<file path="src/hdl/ordered_list_push_remove_defines.svh">
// assertion macros shared by the ordered list modules
// expects clk_i and rst_ni in the scope of each use
`ifndef ORDERED_LIST_PUSH_REMOVE_DEFINES_SVH
`define ORDERED_LIST_PUSH_REMOVE_DEFINES_SVH

// property that holds at every clock edge outside reset
`define OLPR_ASSERT_ALWAYS(name, expr, msg) \
  name: assert property (@(posedge clk_i) disable iff (!rst_ni) (expr)) else $error(msg);

// consequent that holds in the cycle after the antecedent
`define OLPR_ASSERT_NEXT(name, ante, cons, msg) \
  name: assert property (@(posedge clk_i) disable iff (!rst_ni) (ante) |=> (cons)) \
    else $error(msg);

`endif

</file>
<file path="src/hdl/olpr_pkg.sv">
// shared types and constants of the ordered list block
// no dependencies
`default_nettype none

package olpr_pkg;

  localparam int unsigned ListDepthDef = 16;
  localparam int unsigned CountOutW    = 5;

  typedef enum logic [1:0] {
    ModeInsert      = 2'd0,
    ModeRemoveValue = 2'd1,
    ModeRemoveFront = 2'd2
  } mode_e;

  typedef enum logic [1:0] {
    StDone    = 2'd0,
    StMissing = 2'd1,
    StFull    = 2'd2
  } status_e;

  typedef enum logic [1:0] {
    SIdle,
    SExec,
    SScan,
    SShift
  } state_e;

  typedef enum logic [1:0] {
    RdOff0,
    RdOff1,
    RdOff2
  } rd_off_e;

  typedef enum logic {
    WrFront,
    WrIdx
  } wr_sel_e;

  typedef struct packed {
    logic    load;
    logic    idx_clr;
    logic    idx_inc;
    logic    rd_en;
    rd_off_e rd_off;
    logic    wr_en;
    wr_sel_e wr_sel;
    logic    head_inc;
    logic    head_dec;
    logic    cnt_inc;
    logic    cnt_dec;
  } dp_cmd_t;

  typedef struct packed {
    logic empty;
    logic full;
    logic match;
    logic last;
    logic last2;
  } dp_stat_t;

endpackage

`default_nettype wire

</file>
<file path="src/hdl/ordered_list_push_remove.sv">
// top level of the ordered list: controller plus datapath
// depends on olpr_pkg, olpr_ctrl and olpr_dp
//
// Usage: drive mode_i and value_i with start high; the item is taken at a
// rising edge where start is high and busy is low. busy stays high while
// the item is worked on. Each item yields one result: done_o is high for
// exactly one cycle with status_o and entry_count_o valid in that cycle.
// The receiver cannot stall, so the result transfer is that single cycle;
// busy is already low then, so the next item may be taken at that edge.
// After the accepting edge the item is worked on in the SExec state, and
// done_o is registered from the state in which the item ends; insert,
// remove-front, any empty-list remove and the unused mode end in SExec. A
// remove by value walks the list through the entry memory (registered read,
// separate write port), one entry per cycle for the search and one per cycle to close the gap.
// Entries live in a circular buffer, so inserts and front removals move
// only the head pointer. entry_count_o holds the count after the item,
// modulo 32.
// Reset clears the count and the head pointer: the list starts empty.
// The entry memory is not cleared; only written entries are ever read.
`default_nettype none

module ordered_list_push_remove #(
  parameter int unsigned LIST_DEPTH = olpr_pkg::ListDepthDef
) (
  input  logic                                  clk_i,
  input  logic                                  rst_ni,
  input  logic                                  start,
  output logic                                  busy,
  input  logic        [1:0]                     mode_i,
  input  logic signed [31:0]                    value_i,
  output logic                                  done_o,
  output logic        [1:0]                     status_o,
  output logic        [olpr_pkg::CountOutW-1:0] entry_count_o
);
  import olpr_pkg::*;

  dp_cmd_t  cmd;
  dp_stat_t stat;
  status_e  status;

  olpr_ctrl u_ctrl (
    .clk_i    (clk_i),
    .rst_ni   (rst_ni),
    .start_i  (start),
    .mode_i   (mode_i),
    .stat_i   (stat),
    .cmd_o    (cmd),
    .busy_o   (busy),
    .done_o   (done_o),
    .status_o (status)
  );

  olpr_dp #(
    .LIST_DEPTH (LIST_DEPTH)
  ) u_dp (
    .clk_i         (clk_i),
    .rst_ni        (rst_ni),
    .value_i       (value_i),
    .cmd_i         (cmd),
    .stat_o        (stat),
    .entry_count_o (entry_count_o)
  );

  assign status_o = status;

endmodule

`default_nettype wire

</file>
<file path="src/hdl/olpr_dp.sv">
// datapath: circular entry memory, head pointer, count and scan index
// depends on olpr_pkg and ordered_list_push_remove_defines.svh
`default_nettype none
`include "ordered_list_push_remove_defines.svh"

module olpr_dp #(
  parameter int unsigned LIST_DEPTH = olpr_pkg::ListDepthDef
) (
  input  logic                                  clk_i,
  input  logic                                  rst_ni,
  input  logic signed [31:0]                    value_i,
  input  olpr_pkg::dp_cmd_t                     cmd_i,
  output olpr_pkg::dp_stat_t                    stat_o,
  output logic        [olpr_pkg::CountOutW-1:0] entry_count_o
);
  import olpr_pkg::*;

  localparam int unsigned AW = $clog2(LIST_DEPTH);
  localparam int unsigned CW = ($clog2(LIST_DEPTH + 1) > CountOutW) ?
                               $clog2(LIST_DEPTH + 1) : CountOutW;

  logic [31:0]   mem [LIST_DEPTH];
  logic [31:0]   value_q;
  logic [31:0]   rd_q;
  logic [AW-1:0] head_q, head_d;
  logic [CW-1:0] cnt_q, cnt_d;
  logic [CW-1:0] idx_q, idx_d;
  logic [CW-1:0] rd_log;
  logic [AW-1:0] rd_addr;
  logic [AW-1:0] wr_addr;
  logic [31:0]   wr_data;
  logic [AW-1:0] head_prev;
  logic [AW-1:0] head_next;

  function automatic logic [AW-1:0] phys(input logic [AW-1:0] head,
                                         input logic [CW-1:0] lidx);
    logic [CW:0] s;
    s = {{(CW + 1 - AW){1'b0}}, head} + {1'b0, lidx};
    if (s >= (CW + 1)'(LIST_DEPTH)) begin
      s = s - (CW + 1)'(LIST_DEPTH);
    end
    return s[AW-1:0];
  endfunction

  assign head_prev = (head_q == '0) ? AW'(LIST_DEPTH - 1) : head_q - AW'(1);
  assign head_next = (head_q == AW'(LIST_DEPTH - 1)) ? '0 : head_q + AW'(1);

  always_comb begin
    case (cmd_i.rd_off)
      RdOff0:  rd_log = idx_q;
      RdOff1:  rd_log = idx_q + CW'(1);
      RdOff2:  rd_log = idx_q + CW'(2);
      default: rd_log = idx_q;
    endcase
  end

  assign rd_addr = phys(head_q, rd_log);

  always_comb begin
    case (cmd_i.wr_sel)
      WrFront: begin
        wr_addr = head_prev;
        wr_data = value_q;
      end
      WrIdx: begin
        wr_addr = phys(head_q, idx_q);
        wr_data = rd_q;
      end
      default: begin
        wr_addr = head_prev;
        wr_data = value_q;
      end
    endcase
  end

  always_comb begin
    head_d = head_q;
    if (cmd_i.head_dec) begin
      head_d = head_prev;
    end else if (cmd_i.head_inc) begin
      head_d = head_next;
    end
    cnt_d = cnt_q;
    if (cmd_i.cnt_inc) begin
      cnt_d = cnt_q + CW'(1);
    end else if (cmd_i.cnt_dec) begin
      cnt_d = cnt_q - CW'(1);
    end
    idx_d = idx_q;
    if (cmd_i.idx_clr) begin
      idx_d = '0;
    end else if (cmd_i.idx_inc) begin
      idx_d = idx_q + CW'(1);
    end
  end

  always_ff @(posedge clk_i or negedge rst_ni) begin
    if (!rst_ni) begin
      head_q <= '0;
      cnt_q  <= '0;
      idx_q  <= '0;
    end else begin
      head_q <= head_d;
      cnt_q  <= cnt_d;
      idx_q  <= idx_d;
    end
  end

  always_ff @(posedge clk_i) begin
    if (cmd_i.load) begin
      value_q <= value_i;
    end
  end

  always_ff @(posedge clk_i) begin
    if (cmd_i.wr_en) begin
      mem[wr_addr] <= wr_data;
    end
    if (cmd_i.rd_en) begin
      rd_q <= mem[rd_addr];
    end
  end

  assign stat_o.empty  = (cnt_q == '0);
  assign stat_o.full   = (cnt_q == CW'(LIST_DEPTH));
  assign stat_o.match  = (rd_q == value_q);
  assign stat_o.last   = (idx_q + CW'(1) == cnt_q);
  assign stat_o.last2  = (idx_q + CW'(2) == cnt_q);

  assign entry_count_o = cnt_q[CountOutW-1:0];

  `OLPR_ASSERT_ALWAYS(a_cnt_range, cnt_q <= CW'(LIST_DEPTH), "entry count above depth")
  `OLPR_ASSERT_ALWAYS(a_no_overfill, !(cmd_i.cnt_inc && stat_o.full), "insert into full list")
  `OLPR_ASSERT_ALWAYS(a_no_underflow, !(cmd_i.cnt_dec && stat_o.empty), "remove from empty list")

endmodule

`default_nettype wire

</file>
<file path="src/hdl/olpr_ctrl.sv">
// controller: sequences insert, remove-front and search-and-close-gap
// depends on olpr_pkg and ordered_list_push_remove_defines.svh
`default_nettype none
`include "ordered_list_push_remove_defines.svh"

module olpr_ctrl (
  input  logic                 clk_i,
  input  logic                 rst_ni,
  input  logic                 start_i,
  input  logic [1:0]           mode_i,
  input  olpr_pkg::dp_stat_t   stat_i,
  output olpr_pkg::dp_cmd_t    cmd_o,
  output logic                 busy_o,
  output logic                 done_o,
  output olpr_pkg::status_e    status_o
);
  import olpr_pkg::*;

  state_e  state_q, state_d;
  mode_e   mode_q;
  logic    done_q;
  status_e status_q;
  logic    accept;
  logic    fin;
  status_e fin_status;

  assign accept = start_i && (state_q == SIdle);

  always_comb begin
    state_d = state_q;
    case (state_q)
      SIdle: begin
        if (start_i) begin
          state_d = SExec;
        end
      end
      SExec: begin
        if (mode_q == ModeRemoveValue && !stat_i.empty) begin
          state_d = SScan;
        end else begin
          state_d = SIdle;
        end
      end
      SScan: begin
        if (stat_i.last) begin
          state_d = SIdle;
        end else if (stat_i.match) begin
          state_d = SShift;
        end
      end
      SShift: begin
        if (stat_i.last2) begin
          state_d = SIdle;
        end
      end
      default: state_d = SIdle;
    endcase
  end

  always_comb begin
    cmd_o      = '0;
    fin        = 1'b0;
    fin_status = StDone;
    case (state_q)
      SIdle: begin
        if (start_i) begin
          cmd_o.load    = 1'b1;
          cmd_o.idx_clr = 1'b1;
        end
      end
      SExec: begin
        case (mode_q)
          ModeInsert: begin
            fin = 1'b1;
            if (stat_i.full) begin
              fin_status = StFull;
            end else begin
              cmd_o.wr_en    = 1'b1;
              cmd_o.wr_sel   = WrFront;
              cmd_o.head_dec = 1'b1;
              cmd_o.cnt_inc  = 1'b1;
            end
          end
          ModeRemoveFront: begin
            fin = 1'b1;
            if (stat_i.empty) begin
              fin_status = StMissing;
            end else begin
              cmd_o.head_inc = 1'b1;
              cmd_o.cnt_dec  = 1'b1;
            end
          end
          ModeRemoveValue: begin
            if (stat_i.empty) begin
              fin        = 1'b1;
              fin_status = StMissing;
            end else begin
              cmd_o.rd_en  = 1'b1;
              cmd_o.rd_off = RdOff0;
            end
          end
          default: fin = 1'b1;
        endcase
      end
      SScan: begin
        if (stat_i.match) begin
          if (stat_i.last) begin
            fin           = 1'b1;
            cmd_o.cnt_dec = 1'b1;
          end else begin
            cmd_o.rd_en  = 1'b1;
            cmd_o.rd_off = RdOff1;
          end
        end else if (stat_i.last) begin
          fin        = 1'b1;
          fin_status = StMissing;
        end else begin
          cmd_o.rd_en   = 1'b1;
          cmd_o.rd_off  = RdOff1;
          cmd_o.idx_inc = 1'b1;
        end
      end
      SShift: begin
        cmd_o.wr_en   = 1'b1;
        cmd_o.wr_sel  = WrIdx;
        cmd_o.idx_inc = 1'b1;
        if (stat_i.last2) begin
          fin           = 1'b1;
          cmd_o.cnt_dec = 1'b1;
        end else begin
          cmd_o.rd_en  = 1'b1;
          cmd_o.rd_off = RdOff2;
        end
      end
      default: begin
        cmd_o = '0;
      end
    endcase
  end

  always_ff @(posedge clk_i or negedge rst_ni) begin
    if (!rst_ni) begin
      state_q  <= SIdle;
      mode_q   <= ModeInsert;
      done_q   <= 1'b0;
      status_q <= StDone;
    end else begin
      state_q <= state_d;
      done_q  <= fin;
      if (accept) begin
        mode_q <= mode_e'(mode_i);
      end
      if (fin) begin
        status_q <= fin_status;
      end
    end
  end

  assign busy_o   = (state_q != SIdle);
  assign done_o   = done_q;
  assign status_o = status_q;

  `OLPR_ASSERT_ALWAYS(a_done_idle, !done_q || state_q == SIdle, "result while busy")
  `OLPR_ASSERT_NEXT(a_accept_exec, accept, state_q == SExec && !done_q, "accept not executed")
  `OLPR_ASSERT_NEXT(a_full_insert, fin && fin_status == StFull, mode_q == ModeInsert,
                    "full status outside insert")

endmodule

`default_nettype wire
</file>
<file path="config.mk">
export PLATFORM = sky130hd
export DESIGN_NAME = ordered_list_push_remove
export DESIGN_NICKNAME = d
export VERILOG_FILES = /design/src/hdl/olpr_pkg.sv /design/src/hdl/ordered_list_push_remove.sv /design/src/hdl/olpr_dp.sv /design/src/hdl/olpr_ctrl.sv
export VERILOG_INCLUDE_DIRS = /design/src /design/src/hdl
export SDC_FILE = /design/constraint.sdc
export NUM_CORES = 1
export LEC_CHECK = 0
export ABC_CLOCK_PERIOD_IN_PS = 11100
export BUFFER_PORTS_ARGS = -buffer_cell sky130_fd_sc_hd__buf_2
export CAP_MARGIN = 20
export CORE_ASPECT_RATIO = 0.75
export CORE_MARGIN = 3
export CORE_UTILIZATION = 67
export CTS_CLUSTER_DIAMETER = 40
export CTS_CLUSTER_SIZE = 30
export DETAILED_ROUTE_END_ITERATION = 8
export PLACE_DENSITY = 0.84
export SETUP_SLACK_MARGIN = 0.5
export SKIP_LAST_GASP = 1
export SLEW_MARGIN = 20
export SYNTH_ARGS = -nofsm -noshare
export SYNTH_HDL_FRONTEND = slang
export SYNTH_SLANG_ARGS = --single-unit
</file>
<file path="constraint.sdc">
create_clock -name clk_i -period 11.1 [get_ports clk_i]
set_clock_uncertainty 0.2 [all_clocks]
set_input_delay 1.665 -clock clk_i [delete_from_list [all_inputs] [get_ports clk_i]]
set_output_delay 1.665 -clock clk_i [all_outputs]
set_load 0.1 [all_outputs]
</file>
==> results.py <==
metrics = {
    "outcome": {
        "status": "finished, final reports clean",
    },
    "timing": {
        "grt_setup_unrepaired": "false",
        "fin_crit_ns": 6.86,
        "slew-limit-headroom": 0.278,
        "fmax_mhz": 146,
        "setup_violations": 0,
        "worstMarginPinSlew_ns": 1.08,
        "maxSlewViolCount": 0,
        "hold_viol": 0,
        "worst_slack_ns": 4.24,
        "fin_tns_setup_ns": 0,
        "fin_crit_sh": 0.618,
    },
    "finish": {
        "layout-drive-gt1-share": 0.308,
        "final_net_count": 1257,
        "area_growth_pct": 11.2,
        "final_core_util": 0.762,
        "n_antenna_cell": 0,
    },
    "pwr": {
        "internal-power_mw": 5.45,
        "p_seq_frac": 0.389,
        "clkPwrFrac": 0.219,
        "power_switching_mw": 2.85,
        "ir_worst_vdd_v": 0.000205,
        "cellPowerDensity_nw_per_um2": 312,
        "p_leak_nw": 8.57,
        "comb_power_share": 0.391,
        "p_sw_frac": 0.343,
    },
    "critical_path": {
        "cp_num_buf_inv": 3,
        "path_cells": "ha_1 -> or3_1 -> a311oi_2 -> o21a_2 -> nand2_1 -> nand2_1 -> nor2_1 -> ha_1 -> o21ai_0 -> nand2_1 -> ha_4 -> inv_1 -> fa_4 -> buf_4 -> buf_4 -> mux4_2 -> mux4_2",
        "slowest_stage": "fa_4",
        "crit_path_start_kind": "flip-flop",
        "crit_family": "adder cells",
        "cp.arrival_ns": 6.99,
        "crit_top_cell": "nand2_1",
        "crit_required_ns": 11.23,
        "cp_max_fo": 56,
        "max_stage_delay_ns": 1.08,
        "cp-end-kind": "flip-flop",
        "crit_type": "reg2reg",
    },
    "synthesis": {
        "synthCells": 1121,
        "ys_top_cells_by_area": "edfxtp_1 (72%), mux4_2 (15%), dfrtp_1 (2.2%)",
        "ys.flop_type": "edfxtp_1",
        "synth_area_leader_cell": "edfxtp_1",
        "synth_most_common_cell": "edfxtp_1",
        "synth_top_area_share": 0.723,
        "syn_area_per_cell_um2": 21.3,
        "netlist_top_cells_count": "edfxtp_1 (576), mux4_2 (160), xor2_1 (41)",
        "synth.distinct_cells": 58,
        "yosysSeqAreaShare": 0.745,
        "synth_nets": 1186,
        "syn_area_um2": 23900,
        "ys_ff_latch": 597,
        "synth-async-reset-ratio": 0.0352,
        "synth-edff-count": 576,
        "ys.warnings.count": 0,
    },
    "cts": {
        "holdBufCountCts": 0,
        "cts_tree": "done",
        "cts.sinks": 597,
        "cts_buffer_depth": 3,
        "post-cts-setup-buffers": 0,
        "numCtsBuffers": 45,
        "htree_levels": 2,
        "clkTransAtPathRegs_ns": 0.09,
        "post_cts_resized": 0,
        "clock_latency_ns": 0.59,
        "clockRootBuffer": "clkbuf_16",
    },
    "global_route": {
        "grt_first_pass_wirelength_um": 76400,
        "grt_max_degree": 57,
        "gr-total-overflow": 0,
        "grt_usage": 0.281,
        "antenna_found_initial": 2,
        "grt_pass1_vias": 11800,
    },
    "flow_run": {
        "drv_cap": 0,
    },
    "die": {
        "dieArea_um2": 38000,
        "num_rows": 59,
        "io_pins": 46,
        "initial_core_util": 0.685,
        "die_w_um": 224,
        "core_um2": 34900,
        "fp.dieH_um": 170,
    },
    "routing": {
        "drt_wl_total_um": 52300,
        "wire_per_inst_um": 31.0,
        "ant_nets": 0,
        "drc": 0,
        "dr.pass1.iters": 7,
        "vias": 11600,
        "via_per_inst": 6.87,
        "drtIter0Drc": 1523,
    },
    "place": {
        "portBuffers": 45,
        "post-dp-hpwl_um": 26400,
        "place_ws_ns": 4.31,
        "place.gp.congestion": 0.840,
    },
    "worst_hold_path": {
        "hold_path_class": "reg2reg",
    },
}
-- logic make-up after synthesis --
kind of cell	Yosys count	share of synthesized area
mux	196	0.168
buf+inv	65	0.0106
compound gates	65	0.0189
flops	597	0.745
xor+xnor	53	0.0194
simple gates	117	0.0231
fa+ha+maj	28	0.0156
-- metrics by stage --
stage          hold WS (ns)  instances  cell area, um2  power, mW
4_1_cts               0.283       1685           26600       8.34
3_3_place_gp          0.255       1602           24900       6.35
6_report              0.280       1685           26600       8.30
5_1_grt               0.333       1685           26600       8.64
2_1_floorplan         0.330       1121           23900       5.64
3_5_place_dp          0.266       1602           24900       6.50
-- cell usage in the layout (no fill, tap or decap), types with 21 or more instances in the layout --
cell / n
mux4_2: 160
ha_1: 23
edfxtp_1: 576
buf_4: 26
clkbuf_16: 47
buf_2: 45
mux2_2: 35
xor2_1: 41
nand2_1: 33
dfrtp_1: 21
-- per-layer routing --
metal / global-route usage / routed length, um
met5: 0 / 23
met4: 0.0812 / 1240
met3: 0.0579 / 5100
met2: 0.456 / 26200
met1: 0.404 / 19700
-- registers in the layout, indices dropped and copies added, names as in the netlist --
signal	flops
u_dp.mem	512
u_dp.rd_q	32
u_dp.value_q	32
u_dp.entry_count_o	5
u_dp.idx_q	5
u_dp.head_q	4
u_ctrl.mode_q	2
u_ctrl.state_q	2
u_ctrl.status_o	2
u_ctrl.done_o	1
-- final timing paths --
kind	depth (start not counted)	from	slack, ns	endpoint
worst max-delay path	17	u_dp.idx_q[2]	4.24	u_dp.rd_q[15]
worst min-delay path	2	u_ctrl.status_o[0]	0.28	u_ctrl.status_o[0]
worst max register to register	17	u_dp.idx_q[2]	4.24	u_dp.rd_q[15]
worst min register to register	2	u_ctrl.status_o[0]	0.28	u_ctrl.status_o[0]
max in group asynchronous	1	rst_ni	9.50	u_dp.head_q[2]
min in group asynchronous	1	rst_ni	0.85	u_dp.entry_count_o[3]
-- cell type report --
cell class              instances  area, um2
clock buffers                  48       1180
clock inverters                35        523
fillers                      1803       8310
inverters                      18       68.8
multi-input cells             459       6020
flip-flops and latches        597      17800
well taps                     457        572
repair buffers                 71        420
-- power by group through the flow --
stage | Combinational [mW] | Sequential, mW | Clock [mW]
2_1_floorplan | 2.35 | 3.29 | 0
3_3_place_gp | 3.10 | 3.25 | 0
3_5_place_dp | 3.23 | 3.27 | 0
4_1_cts | 3.27 | 3.23 | 1.84
5_1_grt | 3.46 | 3.25 | 1.92
6_report | 3.25 | 3.23 | 1.82
-- worst reg2reg max path, delay by kind of cell (launching register included) --
family / cells / cell delay [ns]
buffers and inverters: 3 / 1.50
and+or+nand+nor: 5 / 0.82
muxes: 2 / 1.00
adders and majority gates: 4 / 1.97
AOI/OAI and AO/OA: 3 / 0.61
DFF: 1 / 0.50
No activity file was read; power rests on OpenSTA's default activity.
